### src/sv/gn3d_pkg.sv
// Shared types, constants and permutation table for the 3D gradient noise pipeline.
package gn3d_pkg;

    localparam int COORD_FRAC_BITS = 16;
    localparam int GRAD_FRAC_BITS  = 14;
    localparam int OUT_FRAC_BITS   = 14;
    localparam int DOT_SHIFT       = GRAD_FRAC_BITS + COORD_FRAC_BITS - OUT_FRAC_BITS;
    localparam int N_STAGES        = 13;
    localparam int N_CORNERS       = 8;

    localparam logic CMD_LOAD = 1'b0;
    localparam logic CMD_EVAL = 1'b1;

    typedef logic signed [15:0]          t_comp;
    typedef logic [7:0]                  t_idx;
    typedef logic [COORD_FRAC_BITS-1:0]  t_frac;
    typedef logic [COORD_FRAC_BITS:0]    t_weight;
    typedef logic signed [17:0]          t_val;
    typedef logic [N_STAGES-1:0]         t_stage_en;

    typedef struct packed {
        t_comp x;
        t_comp y;
        t_comp z;
    } t_grad;

    localparam t_idx PERM_ROM [256] = '{
        8'd225, 8'd155, 8'd210, 8'd108, 8'd175, 8'd199, 8'd221, 8'd144,
        8'd203, 8'd116, 8'd70,  8'd213, 8'd69,  8'd158, 8'd33,  8'd252,
        8'd5,   8'd82,  8'd173, 8'd133, 8'd222, 8'd139, 8'd174, 8'd27,
        8'd9,   8'd71,  8'd90,  8'd246, 8'd75,  8'd130, 8'd91,  8'd191,
        8'd169, 8'd138, 8'd2,   8'd151, 8'd194, 8'd235, 8'd81,  8'd7,
        8'd25,  8'd113, 8'd228, 8'd159, 8'd205, 8'd253, 8'd134, 8'd142,
        8'd248, 8'd65,  8'd224, 8'd217, 8'd22,  8'd121, 8'd229, 8'd63,
        8'd89,  8'd103, 8'd96,  8'd104, 8'd156, 8'd17,  8'd201, 8'd129,
        8'd36,  8'd8,   8'd165, 8'd110, 8'd237, 8'd117, 8'd231, 8'd56,
        8'd132, 8'd211, 8'd152, 8'd20,  8'd181, 8'd111, 8'd239, 8'd218,
        8'd170, 8'd163, 8'd51,  8'd172, 8'd157, 8'd47,  8'd80,  8'd212,
        8'd176, 8'd250, 8'd87,  8'd49,  8'd99,  8'd242, 8'd136, 8'd189,
        8'd162, 8'd115, 8'd44,  8'd43,  8'd124, 8'd94,  8'd150, 8'd16,
        8'd141, 8'd247, 8'd32,  8'd10,  8'd198, 8'd223, 8'd255, 8'd72,
        8'd53,  8'd131, 8'd84,  8'd57,  8'd220, 8'd197, 8'd58,  8'd50,
        8'd208, 8'd11,  8'd241, 8'd28,  8'd3,   8'd192, 8'd62,  8'd202,
        8'd18,  8'd215, 8'd153, 8'd24,  8'd76,  8'd41,  8'd15,  8'd179,
        8'd39,  8'd46,  8'd55,  8'd6,   8'd128, 8'd167, 8'd23,  8'd188,
        8'd106, 8'd34,  8'd187, 8'd140, 8'd164, 8'd73,  8'd112, 8'd182,
        8'd244, 8'd195, 8'd227, 8'd13,  8'd35,  8'd77,  8'd196, 8'd185,
        8'd26,  8'd200, 8'd226, 8'd119, 8'd31,  8'd123, 8'd168, 8'd125,
        8'd249, 8'd68,  8'd183, 8'd230, 8'd177, 8'd135, 8'd160, 8'd180,
        8'd12,  8'd1,   8'd243, 8'd148, 8'd102, 8'd166, 8'd38,  8'd238,
        8'd251, 8'd37,  8'd240, 8'd126, 8'd64,  8'd74,  8'd161, 8'd40,
        8'd184, 8'd149, 8'd171, 8'd178, 8'd101, 8'd66,  8'd29,  8'd59,
        8'd146, 8'd61,  8'd254, 8'd107, 8'd42,  8'd86,  8'd154, 8'd4,
        8'd236, 8'd232, 8'd120, 8'd21,  8'd233, 8'd209, 8'd45,  8'd98,
        8'd193, 8'd114, 8'd78,  8'd19,  8'd206, 8'd14,  8'd118, 8'd127,
        8'd48,  8'd79,  8'd147, 8'd85,  8'd30,  8'd207, 8'd219, 8'd54,
        8'd88,  8'd234, 8'd190, 8'd122, 8'd95,  8'd67,  8'd143, 8'd109,
        8'd137, 8'd214, 8'd145, 8'd93,  8'd92,  8'd100, 8'd245, 8'd0,
        8'd216, 8'd186, 8'd60,  8'd83,  8'd105, 8'd97,  8'd204, 8'd52
    };

endpackage

### src/sv/gn3d_lerp.sv
// One interpolation level: weighted difference in one stage, rounded add in the next.
module gn3d_lerp #(
    parameter int LANES = 4
) (
    input  logic              i_clk,
    input  logic [1:0]        i_en,
    input  gn3d_pkg::t_weight i_w,
    input  gn3d_pkg::t_val    i_a [LANES],
    input  gn3d_pkg::t_val    i_b [LANES],
    output gn3d_pkg::t_val    o_y [LANES]
);
    import gn3d_pkg::*;

    localparam int C    = COORD_FRAC_BITS;
    localparam int V_W  = $bits(t_val);
    localparam int D_W  = V_W + 1;
    localparam int WS_W = C + 2;
    localparam int PR_W = D_W + WS_W;

    logic signed [WS_W-1:0] n_ws;
    logic signed [D_W-1:0]  n_d [LANES];
    logic signed [PR_W-1:0] r_pr [LANES];
    t_val                   r_a [LANES];
    logic signed [PR_W-1:0] n_y [LANES];
    t_val                   r_y [LANES];

    always_comb begin
        n_ws = {1'b0, i_w};
        for (int l = 0; l < LANES; l++) begin
            n_d[l] = D_W'(i_b[l]) - D_W'(i_a[l]);
            n_y[l] = PR_W'(r_a[l]) + ((r_pr[l] + (PR_W'(1) <<< (C - 1))) >>> C);
        end
    end

    always_ff @(posedge i_clk) begin
        for (int l = 0; l < LANES; l++) begin
            if (i_en[0]) begin
                r_pr[l] <= PR_W'(n_ws) * PR_W'(n_d[l]);
                r_a[l]  <= i_a[l];
            end
            if (i_en[1]) begin
                r_y[l] <= t_val'(n_y[l]);
            end
        end
    end

    assign o_y = r_y;

endmodule

### config.mk
export PLATFORM = sky130hd
export DESIGN_NAME = gn3d_lerp
export DESIGN_NICKNAME = d
export VERILOG_FILES = /design/src/sv/gn3d_pkg.sv /design/src/sv/gn3d_lerp.sv
export SDC_FILE = /design/constraint.sdc
export NUM_CORES = 2
export LEC_CHECK = 0
export ABC_AREA = 0
export CAP_MARGIN = 0
export CORE_MARGIN = 2
export CORE_UTILIZATION = 60
export CTS_CLUSTER_DIAMETER = 30
export CTS_CLUSTER_SIZE = 8
export DETAILED_ROUTE_END_ITERATION = 6
export DONT_BUFFER_PORTS = 1
export PLACE_DENSITY = 0.76
export SETUP_SLACK_MARGIN = 0.4
export SLEW_MARGIN = 10
export SYNTH_ARGS = -nofsm -noshare
export SYNTH_HDL_FRONTEND = slang
export SYNTH_SLANG_ARGS = --single-unit
### constraint.sdc
create_clock -name i_clk -period 19.27 [get_ports i_clk]
set_input_delay 2.8905 -clock i_clk [delete_from_list [all_inputs] [get_ports i_clk]]
set_output_delay 2.8905 -clock i_clk [all_outputs]
set_load 0.01 [all_outputs]
[Yosys cells after proc, flatten, opt, wreduce, memory -nomap -nowiden]
Memories as Yosys holds them, arrays and structs flattened.
Index checks and enable logic that the tools add are counted.
Storage, ports and cells
  flip-flop bits (word level): 72
  memory bits (writable): 220
  input bits: 164
  output and inout port bits: 72
  word-level logic and storage cells: 24
  memories: 2
Memory list
  r_pr: words 4, width 37, read ports 4, clocked after memory_dff 0, write ports 4, RTL line gn3d_lerp.sv:22  | logic signed [PR_W-1:0] r_pr [LANES];
  r_a: words 4, width 18, read ports 4, clocked after memory_dff 0, write ports 4, RTL line gn3d_lerp.sv:23  | t_val r_a [LANES];
Cells by class
  add/subtract/negate cells: 12
  multipliers: 4
  mux-type cells: 2
Operators with widths (count)
  18-bit by 19-bit multiplier with 37-bit output: 4
  34-bit by 17-bit adder with 34-bit output, second input constant: 4
  18-bit by 18-bit subtractor with 19-bit output: 4
  18-bit adder: 4
  1-bit two-way mux: 2

[Logic depth before layout (Yosys ltp)]
An unclocked memory read counts as a cell.
  depth in word-level cells: 3
  mapped depth: 37

[Least setup slack after synthesis]
No wires, ideal clock.
  kind: input -> register
  from: input i_b[36] (netlist name)
  to: memory r_pr[1][33] (netlist name) (data pin)
  setup time: 0.268 ns
  arrival time: 10.622 ns
  data required time: 19.002 ns
  slack: 8.380 ns
  cell stages on the path: 36
  cell sequence: inv_1 > ha_1 > fa_1 > nor2b_1 > o21ai_0 > a21boi_0 > o21ai_1 > a21oi_1 > a211oi_1 > nor2_1 > a31o_2 > a21oi_1 > xnor2_1 > buf_2 > and2_1 > fa_1 > inv_1 > fa_1 > fa_1 > inv_1 > fa_1 > fa_1 > inv_1 > fa_1 > inv_1 > ha_1 > a21o_1 > a21o_1 > a21oi_1 > o21ai_0 > o2111ai_1 > nand3b_1 > o31a_1 > a22o_1 > a211oi_1 > xnor3_1
RTL lines
  start: declaration: RTL line gn3d_lerp.sv:9  | input gn3d_pkg::t_val i_b [LANES],
  end: declaration: RTL line gn3d_lerp.sv:22

==> results.json <==
{
  "clockBufferDepth": 3,
  "ys_top_cells_by_area": "fa_1 42%, edfxtp_1 11%, ha_1 10%",
  "crit_required_ns": 19.61,
  "cts_tree": "done",
  "clkTransAtPathRegs_ns": 0.04,
  "maxCapViolations": 0,
  "cts_hold_buf": 0,
  "cp_max_fo": 17,
  "dp_hpwl_mm": 98.33,
  "nets": 7930,
  "ios": 236,
  "setup_viol": 0,
  "synth_seq_area_share_pct": 11.41,
  "ys_types": 64,
  "hold_viol_final": 0,
  "cts.sinks": 220,
  "syn_to_final_growth_pct": 5.664,
  "grt_pass1_vias": 44939,
  "critPathMostFrequentCell": "fa_1",
  "die_height_um": 314.7,
  "synth_seq_cells": 220,
  "core.rowCount": 113,
  "ctsResizeCount": 0,
  "gr-total-overflow": 0,
  "cp_slowest_cell": "fa_1",
  "yosysWarnings": 0,
  "drive_gt1_share_pct": 3.070,
  "syn_area_mm2": 0.05792,
  "totalNegativeSetupSlack_ns": 0,
  "hold_class": "flop to flop",
  "io_buffers": 0,
  "antenna_found_initial": 0,
  "wl_mm": 132.5,
  "htree_levels": 2,
  "relSlewSlack_pct": 29.01,
  "syn_nets": 8029,
  "synth_edf_count": 220,
  "worstSkewPairLatency_ns": 0.61,
  "synth_area_leader_cell": "fa_1",
  "final_max_slew_viol_count": 0,
  "start_util_pct": 60.78,
  "drtIter0Drc": 2161,
  "layout_commonest_cell": "inv_1",
  "async_flop_share_pct": 0,
  "route.detailed.drc": 0,
  "path_class": "input port to flop",
  "ant_nets": 0,
  "arrival_ns": 11.50,
  "status": "complete, no violations",
  "worst_pin_slew_ns": 1.060,
  "clock-root-buffer": "clkbuf_16",
  "fmaxAchievable_ghz": 0.08964,
  "die_width_um": 314.7,
  "netlist_instances": 6178,
  "min_period_ns": 11.16,
  "gp_congestion": 0.8583,
  "avgRoutedWirePerCell_um": 17.93,
  "critPathBufInv": 6,
  "cts_buffers": 56,
  "avgSynthCellArea_um2": 9.375,
  "end_kind": "flop",
  "track_usage_pct": 28.26,
  "period_share_pct": 57.89,
  "fp.coreArea_mm2": 0.09529,
  "grt_max_degree": 149,
  "finalClockSkew_ns": 0.01041,
  "post_cts_buffers": 0,
  "vias_per_cell": 5.453,
  "start_kind": "input port",
  "die_area_mm2": 0.09903,
  "drt_first_pass_iters": 5,
  "rsz0062_at_grt": "no",
  "synth_flop_cell": "edfxtp_1",
  "netlist.area_leader.share_pct": 41.86,
  "max_stage_delay_ns": 0.53,
  "critPathTopFamily": "adder cells",
  "vias": 40291,
  "grt_pass1_wl_mm": 223.9,
  "final_cell_mix": "1563 x inv_1, 1211 x fa_1, 700 x nand2_1, 556 x and2_1, 476 x ha_1"
}
-- stage by stage --
stage	cells	hold slack (ns)	util (%)	instance area [um^2]	setup WS, ns
5_1_grt	7388	0.5668	64.22	61190	7.488
3_3_place_gp	7286	0.5418	62.17	59250	7.563
3_5_place_dp	7286	0.5418	62.17	59250	7.437
4_1_cts	7388	0.5521	64.22	61190	8.068
2_1_floorplan	6178	0.5256	-	57920	8.380
6_report	7389	0.5515	64.22	61200	8.115
-- kinds of logic (layout without fill, tap and decap cells) --
kind of cell	count (synthesis)	in the layout	synth area share, %
and+or+nand+nor	1723	1723	14.91
DFF	220	220	11.41
buffers and inverters	1780	1725	11.54
AOI/OAI and AO/OA	429	429	4.826
xor gates and xnor gates	339	339	5.174
other	0	1	0
adders and majority gates	1687	1687	52.14
-- state kept, by name, summed over array words and instances, names as in the netlist --
name,count
r_a,72
o_y,72
r_pr,76
-- Yosys cell counts (5+ instances only) --
cell         n
nor3_1      41
a21oi_1    136
o31a_1       8
a21o_1      40
o21a_1      45
ha_1       476
o211ai_1    16
nand3_1     49
clkbuf_1   215
o21ai_0     63
nand2b_1    39
a22oi_1      5
edfxtp_1   220
and2_1     556
and3_1      31
nor2b_1    112
or3_1       13
o21bai_1    21
a22o_1       7
a31oi_1     13
or2_2        8
nand4_1     22
o211a_1      6
a31o_2       5
xor2_1      71
nand2_1    700
inv_1     1563
xnor2_1    266
a211oi_1    15
fa_1      1211
nor2_1     127
o21ai_1      8
-- per-layer routing --
layer	part of all wire [%]	vias up	track usage, %
li1	-	18159	-
met1	40	20632	36.25
met2	51	1215	49.84
met3	5.6	285	3.414
met4	3.1	0	9.351
met5	0	-	0
-- path summary, 6_finish.rpt --
path	from	end	slack, ns	cells after the start
setup / recovery	i_b[36]	r_pr[1][33]	8.11	36
hold / removal	r_a[0][0]	o_y[54]	0.55	1
setup reg to reg	r_pr[3][15]	o_y[16]	15.20	14
hold reg to reg	r_a[0][0]	o_y[54]	0.55	1
-- final cells by class --
| type | instances | area (um^2) |
|---|---|---|
| Multi-Input combinational cell | 4178 | 44740 |
| Antenna cell | 1 | 2.502 |
| Clock inverter | 39 | 519.2 |
| Inverter | 1563 | 5867 |
| Timing Repair Buffer | 60 | 450.4 |
| Clock buffer | 63 | 1428 |
| Tap cell | 1265 | 1583 |
| Fill cell | 7759 | 34100 |
| Sequential cell | 220 | 6606 |
Power is left out: the tool's default activity adds up to more than one toggle a clock period on the data nets, which glitch-free logic cannot reach.
