`src/sv/gn3d_pkg.sv`:
```
// Shared types, constants and permutation table for the 3D gradient noise pipeline.
package gn3d_pkg;

    localparam int COORD_FRAC_BITS = 16;
    localparam int GRAD_FRAC_BITS  = 14;
    localparam int OUT_FRAC_BITS   = 14;
    localparam int DOT_SHIFT       = GRAD_FRAC_BITS + COORD_FRAC_BITS - OUT_FRAC_BITS;
    localparam int N_STAGES        = 13;
    localparam int N_CORNERS       = 8;

    localparam logic CMD_LOAD = 1'b0;
    localparam logic CMD_EVAL = 1'b1;

    typedef logic signed [15:0]          t_comp;
    typedef logic [7:0]                  t_idx;
    typedef logic [COORD_FRAC_BITS-1:0]  t_frac;
    typedef logic [COORD_FRAC_BITS:0]    t_weight;
    typedef logic signed [17:0]          t_val;
    typedef logic [N_STAGES-1:0]         t_stage_en;

    typedef struct packed {
        t_comp x;
        t_comp y;
        t_comp z;
    } t_grad;

    localparam t_idx PERM_ROM [256] = '{
        8'd225, 8'd155, 8'd210, 8'd108, 8'd175, 8'd199, 8'd221, 8'd144,
        8'd203, 8'd116, 8'd70,  8'd213, 8'd69,  8'd158, 8'd33,  8'd252,
        8'd5,   8'd82,  8'd173, 8'd133, 8'd222, 8'd139, 8'd174, 8'd27,
        8'd9,   8'd71,  8'd90,  8'd246, 8'd75,  8'd130, 8'd91,  8'd191,
        8'd169, 8'd138, 8'd2,   8'd151, 8'd194, 8'd235, 8'd81,  8'd7,
        8'd25,  8'd113, 8'd228, 8'd159, 8'd205, 8'd253, 8'd134, 8'd142,
        8'd248, 8'd65,  8'd224, 8'd217, 8'd22,  8'd121, 8'd229, 8'd63,
        8'd89,  8'd103, 8'd96,  8'd104, 8'd156, 8'd17,  8'd201, 8'd129,
        8'd36,  8'd8,   8'd165, 8'd110, 8'd237, 8'd117, 8'd231, 8'd56,
        8'd132, 8'd211, 8'd152, 8'd20,  8'd181, 8'd111, 8'd239, 8'd218,
        8'd170, 8'd163, 8'd51,  8'd172, 8'd157, 8'd47,  8'd80,  8'd212,
        8'd176, 8'd250, 8'd87,  8'd49,  8'd99,  8'd242, 8'd136, 8'd189,
        8'd162, 8'd115, 8'd44,  8'd43,  8'd124, 8'd94,  8'd150, 8'd16,
        8'd141, 8'd247, 8'd32,  8'd10,  8'd198, 8'd223, 8'd255, 8'd72,
        8'd53,  8'd131, 8'd84,  8'd57,  8'd220, 8'd197, 8'd58,  8'd50,
        8'd208, 8'd11,  8'd241, 8'd28,  8'd3,   8'd192, 8'd62,  8'd202,
        8'd18,  8'd215, 8'd153, 8'd24,  8'd76,  8'd41,  8'd15,  8'd179,
        8'd39,  8'd46,  8'd55,  8'd6,   8'd128, 8'd167, 8'd23,  8'd188,
        8'd106, 8'd34,  8'd187, 8'd140, 8'd164, 8'd73,  8'd112, 8'd182,
        8'd244, 8'd195, 8'd227, 8'd13,  8'd35,  8'd77,  8'd196, 8'd185,
        8'd26,  8'd200, 8'd226, 8'd119, 8'd31,  8'd123, 8'd168, 8'd125,
        8'd249, 8'd68,  8'd183, 8'd230, 8'd177, 8'd135, 8'd160, 8'd180,
        8'd12,  8'd1,   8'd243, 8'd148, 8'd102, 8'd166, 8'd38,  8'd238,
        8'd251, 8'd37,  8'd240, 8'd126, 8'd64,  8'd74,  8'd161, 8'd40,
        8'd184, 8'd149, 8'd171, 8'd178, 8'd101, 8'd66,  8'd29,  8'd59,
        8'd146, 8'd61,  8'd254, 8'd107, 8'd42,  8'd86,  8'd154, 8'd4,
        8'd236, 8'd232, 8'd120, 8'd21,  8'd233, 8'd209, 8'd45,  8'd98,
        8'd193, 8'd114, 8'd78,  8'd19,  8'd206, 8'd14,  8'd118, 8'd127,
        8'd48,  8'd79,  8'd147, 8'd85,  8'd30,  8'd207, 8'd219, 8'd54,
        8'd88,  8'd234, 8'd190, 8'd122, 8'd95,  8'd67,  8'd143, 8'd109,
        8'd137, 8'd214, 8'd145, 8'd93,  8'd92,  8'd100, 8'd245, 8'd0,
        8'd216, 8'd186, 8'd60,  8'd83,  8'd105, 8'd97,  8'd204, 8'd52
    };

endpackage

```
`src/sv/gn3d_weight.sv`:
```
// Smoothstep weight 3t^2 - 2t^3 for the three fractions over three stages.
module gn3d_weight (
    input  logic              i_clk,
    input  logic [2:0]        i_en,
    input  gn3d_pkg::t_frac   i_frac [3],
    output gn3d_pkg::t_weight o_weight [3]
);
    import gn3d_pkg::*;

    localparam int C    = COORD_FRAC_BITS;
    localparam int SQ_W = 2 * C;
    localparam int SK_W = 2 * C + 3;

    logic [SQ_W-1:0] r_sq [3];
    t_frac           r_f [3];
    logic [SK_W-1:0] r_sk [3];
    t_weight         r_w [3];
    logic [C:0]      n_s [3];
    logic [C+1:0]    n_k [3];
    logic [SK_W-1:0] n_wr [3];

    always_comb begin
        for (int l = 0; l < 3; l++) begin
            n_s[l]  = (C+1)'(({1'b0, r_sq[l]} + ((SQ_W+1)'(1) << (C-1))) >> C);
            n_k[l]  = ((C+2)'(3) << C) - ((C+2)'(r_f[l]) << 1);
            n_wr[l] = (r_sk[l] + (SK_W'(1) << (C-1))) >> C;
        end
    end

    always_ff @(posedge i_clk) begin
        for (int l = 0; l < 3; l++) begin
            if (i_en[0]) begin
                r_sq[l] <= SQ_W'(i_frac[l]) * SQ_W'(i_frac[l]);
                r_f[l]  <= i_frac[l];
            end
            if (i_en[1]) begin
                r_sk[l] <= SK_W'(n_s[l]) * SK_W'(n_k[l]);
            end
            if (i_en[2]) begin
                r_w[l] <= n_wr[l][C:0];
            end
        end
    end

    assign o_weight = r_w;

endmodule

```
`config.mk`:
```
export PLATFORM = sky130hd
export DESIGN_NAME = gn3d_weight
export DESIGN_NICKNAME = d
export VERILOG_FILES = /design/src/sv/gn3d_pkg.sv /design/src/sv/gn3d_weight.sv
export SDC_FILE = /design/constraint.sdc
export NUM_CORES = 2
export LEC_CHECK = 0
export BUFFER_PORTS_ARGS = -buffer_cell sky130_fd_sc_hd__buf_2
export CAP_MARGIN = 20
export CORE_AREA = 2 2 315 317
export CTS_CLUSTER_DIAMETER = 150
export DETAILED_ROUTE_END_ITERATION = 8
export DIE_AREA = 0 0 317 319
export PLACE_DENSITY = 0.76
export SLEW_MARGIN = 20
export SYNTH_ARGS = -nofsm -noshare
export SYNTH_HDL_FRONTEND = slang
export SYNTH_SLANG_ARGS = --single-unit
```
`constraint.sdc`:
```
create_clock -name i_clk -period 7.9 [get_ports i_clk]
set_input_delay 1.58 -clock i_clk [delete_from_list [all_inputs] [get_ports i_clk]]
set_output_delay 1.58 -clock i_clk [all_outputs]
set_load 0.03 [all_outputs]
```
[After elaboration in Yosys (flattened, before gate mapping)]
Memory sizes are Yosys's and may differ from the RTL's.
Cells that the tools add are included.
Storage, ports and cells
  logic and storage cells: 25
  register bits: 51
  output and inout port bits: 51
  memories: 3
  memory bits (writable): 249
Operators by class
  muxes and demuxes: 4
  $mul: 6
  $add $sub $neg: 9
Memories
  r_sk: depth 3, bits a word 35, rd ports 3, clocked after Yosys merged registers in 0, write ports 3, line gn3d_weight.sv:16  | logic [SK_W-1:0] r_sk [3];
  r_sq: depth 3, bits a word 32, rd ports 3, clocked after Yosys merged registers in 0, write ports 3, line gn3d_weight.sv:14  | logic [SQ_W-1:0] r_sq [3];
  r_f: depth 3, bits a word 16, rd ports 3, clocked after Yosys merged registers in 0, write ports 3, line gn3d_weight.sv:15  | t_frac r_f [3];
Operators by type and width (count)
  multiplier 17 x 18 -> 35 bit: 3
  adder 32 x 16 -> 33 bit (second input constant): 3
  adder 33 x 16 -> 33 bit (second input constant): 3
  multiplier 16 x 16 -> 32 bit: 3
  subtractor 18 x 17 -> 18 bit (first input constant): 3
  2-to-1 mux 1 bit: 4

[Longest topological paths before layout]
An unclocked memory read counts as a cell.
  depth after elaboration: 3
  mapped depth: 28
  mapped depth without buffers: 27

[Worst setup path after synthesis]
No wires, ideal clock.
  path type: flip-flop to flip-flop
  start: memory r_f[0][35] (netlist name)
  end: memory r_sk[0][96] (netlist name), data pin
  arrival time: 7.778 ns
  clock period less this slack: 7.915 ns
  required time: 7.763 ns
  cell stages (with the launch flop): 25
  slack: -0.015 ns
  path through: edfxtp_1 > or4_1 > nor4_1 > nand2_1 > or3_1 > xor2_1 > clkbuf_1 > nand2_1 > fa_1 > fa_1 > fa_1 > inv_1 > fa_1 > fa_1 > inv_1 > fa_1 > inv_1 > ha_1 > or4_1 > nor4_1 > o21ai_0 > a31oi_1 > o21ai_0 > or4_1 > nand4_1
RTL lines (line)
  from (decl): gn3d_weight.sv:15
  to (decl): gn3d_weight.sv:16

==> reports/metrics.cfg <==
[outcome]
outcome = finished, final reports clean

[clocking]
clock_path_buffers = 3
cts_buffers = 25
clockRootBuffer = clkbuf_16
cts.sinks = 204
path_clk_slew_ns = 0.06
cts_tree = built
clk-insertion-delay-late_ns = 0.54
cts_hold_buf = 0
htree_num_levels = 1

[cells_and_area]
final_util = 0.613
fin_nets = 7995
area_growth_pct = 8.30
final_area_um2 = 59900
drive_gt1_frac = 0.0714

[synth]
synthFlopType = edfxtp_1
syn_area_um2 = 55300
ys_ff_latch = 204
syn_nets = 7743
postSynthCellCount = 5952
yosysWarnings = 0
synth-edff-count = 204
yosysSeqAreaShare = 0.111
asyncSetResetFlopFracSynth = 0
avgSynthCellArea_um2 = 9.29
ys_types = 69

[sta]
finalCritPeriodShare = 0.969
slew_headroom = 0.198
setup_viol = 0
tightestPinTransition_ns = 1.20
slew_viol_final = 0
hold_violations = 0
fmax_mhz = 131
setup_tns_ns = 0
period_minus_slack_ns = 7.65
finalClockSkew_ns = 0.0205

[die]
fp.dieH_um = 319
start_util = 0.566
num_rows = 115
die_w_um = 317
io_pins = 103
core_area_um2 = 97700
dieArea_um2 = 101000

[worst_hold_path]
holdPathStages = 1
min_path_type = flip-flop to flip-flop

[critical_path]
crit_slowest_cell = or4_4
critical_path_class = flip-flop to flip-flop
slowest_delay_ns = 0.60
crit_required_ns = 8.19
critical_path_arrival_ns = 7.94
crit_path_end_kind = flip-flop
cp_common_cell = fa_1
reg2reg_depth = 28
cp-start-kind = flip-flop
cp_max_fo = 8

[route]
finalWirelength_mm = 133
vias = 40253
viasPerCell = 5.36
drt_iter0_markers = 3037
drt-pass1-iter-count = 6
drc = 0
wire_per_inst_um = 17.7
ant_nets = 0

[global_route]
grt_usage = 0.271
grt_pass1_wl_mm = 218
grt_max_degree = 67
antenna_found_initial = 5
grt_pass1_vias = 43326
grt_overflow = 0

[placement]
place_area_um2 = 58800
io_buffers = 102
dp_hpwl_mm = 113
place.gp.congestion = 1.00

[job]
maxCapViolations = 0

[cell usage in the layout, fill, tap and decap left out, types with 10 or more instances in the layout]
cell type / instances
a21oi_1: 78
o21a_1: 16
o21bai_1: 16
nor2b_1: 17
nor3_1: 37
o21ai_0: 41
nand3_1: 65
buf_4: 241
inv_1: 1590
clkbuf_16: 25
nand2b_1: 12
nand4_1: 29
or2_2: 13
fa_1: 1152
edfxtp_1: 204
nand2_1: 747
ha_1: 587
xnor2_1: 200
nor4_1: 10
nor2_1: 413
xor2_1: 125
a31oi_1: 15
a21o_1: 31
or3_1: 15
and2_1: 228
and3_1: 41
buf_2: 101
[routing by layer]
metal / vias to the layer above / global-route usage / part of all wire
li1: 18235 / - / -
met4: 0 / 0.0935 / 0.039
met3: 348 / 0.0453 / 0.084
met1: 20022 / 0.358 / 0.40
met5: - / 0 / 0
met2: 1648 / 0.453 / 0.48
[critical path, delay by kind of cell, from the launching register on]
kind            cells  cell delay, ns
compound gates      7            1.02
xor+xnor            2            0.35
fa+ha+maj           7            3.27
buf+inv             7            0.70
flops               1            0.41
simple gates        5            1.61
[cell families (layout without fill, tap and decap cells)]
group                    count (synthesis)  in the layout  share of synthesized area
adder cells (fa/ha/maj)               1739           1739                      0.550
buffers and inverters                 1718           1985                      0.117
AND/OR/NAND/NOR                       1673           1673                      0.136
XOR/XNOR                               338            338                     0.0538
AO/OA/AOI/OAI                          274            274                     0.0322
flip-flops                             204            204                      0.111
multiplexers                             6              6                    0.00115
other                                    0              4                          0
[synth_stat cells, types with 13 or more instances]
| library cell | instances | share of area |
|---|---|---|
| a21o_1 | 31 | 0.0042 |
| a21oi_1 | 82 | 0.0074 |
| a31oi_1 | 16 | 0.0018 |
| and2_1 | 228 | 0.026 |
| and3_1 | 41 | 0.0046 |
| clkbuf_1 | 123 | 0.0083 |
| edfxtp_1 | 204 | 0.11 |
| fa_1 | 1152 | 0.42 |
| ha_1 | 587 | 0.13 |
| inv_1 | 1590 | 0.11 |
| nand2_1 | 748 | 0.051 |
| nand3_1 | 65 | 0.0059 |
| nand4_1 | 29 | 0.0033 |
| nor2_1 | 414 | 0.028 |
| nor2b_1 | 17 | 0.0019 |
| nor3_1 | 39 | 0.0035 |
| nor4_1 | 13 | 0.0015 |
| o21a_1 | 16 | 0.0022 |
| o21ai_0 | 44 | 0.0040 |
| o21bai_1 | 16 | 0.0022 |
| or2_2 | 13 | 0.0015 |
| or3_1 | 15 | 0.0017 |
| xnor2_1 | 209 | 0.033 |
| xor2_1 | 128 | 0.020 |
[cell type report]
class	instances	area (µm²)
repair buffers	350	2440
fillers	7940	37800
multi-input cells	4030	42900
well taps	1287	1610
diodes	4	10.0
clock inverters	16	179
flip-flops and latches	204	6130
clock buffers	26	629
inverters	1593	5980
[path summary, 6_finish.rpt]
kind / startpoint / end / slack [ns]
worst min register to register: r_sk[0][102]$_DFFE_PP_ / o_weight[16]$_DFFE_PP_ / 0.55
worst max-delay path: r_f[0][37]$_DFFE_PP_ / r_sk[0][101]$_DFFE_PP_ / 0.25
worst max register to register: r_f[0][37]$_DFFE_PP_ / r_sk[0][101]$_DFFE_PP_ / 0.25
worst min-delay path: r_sk[0][102]$_DFFE_PP_ / o_weight[16]$_DFFE_PP_ / 0.55
[what timing repair did]
action | 4_1_cts | 5_1_grt
buffers inserted | 0 | 10
gates resized for setup | 1 | 36
setup endpoints to repair | 2 | 24
pin swaps | 0 | 6
[state kept, by name, summed over array words and instances, names as in the netlist]
name and cells:
r_sk 54, r_sq 51, o_weight 51, r_f 48
[through the flow]
stage | setup WS (ns) | hold slack [ns] | std cells
after floorplan | 0.0137 | 0.527 | 5952
after global placement | 0.0935 | 0.548 | 7453
final | 0.248 | 0.554 | 7510
after detailed placement | -0.0493 | 0.543 | 7453
after global routing | -0.0284 | 0.572 | 7508
after CTS | 0.0243 | 0.558 | 7495
Power is not shown: default switching activity piles up to over one toggle a cycle in this logic, so the estimate is an artifact.
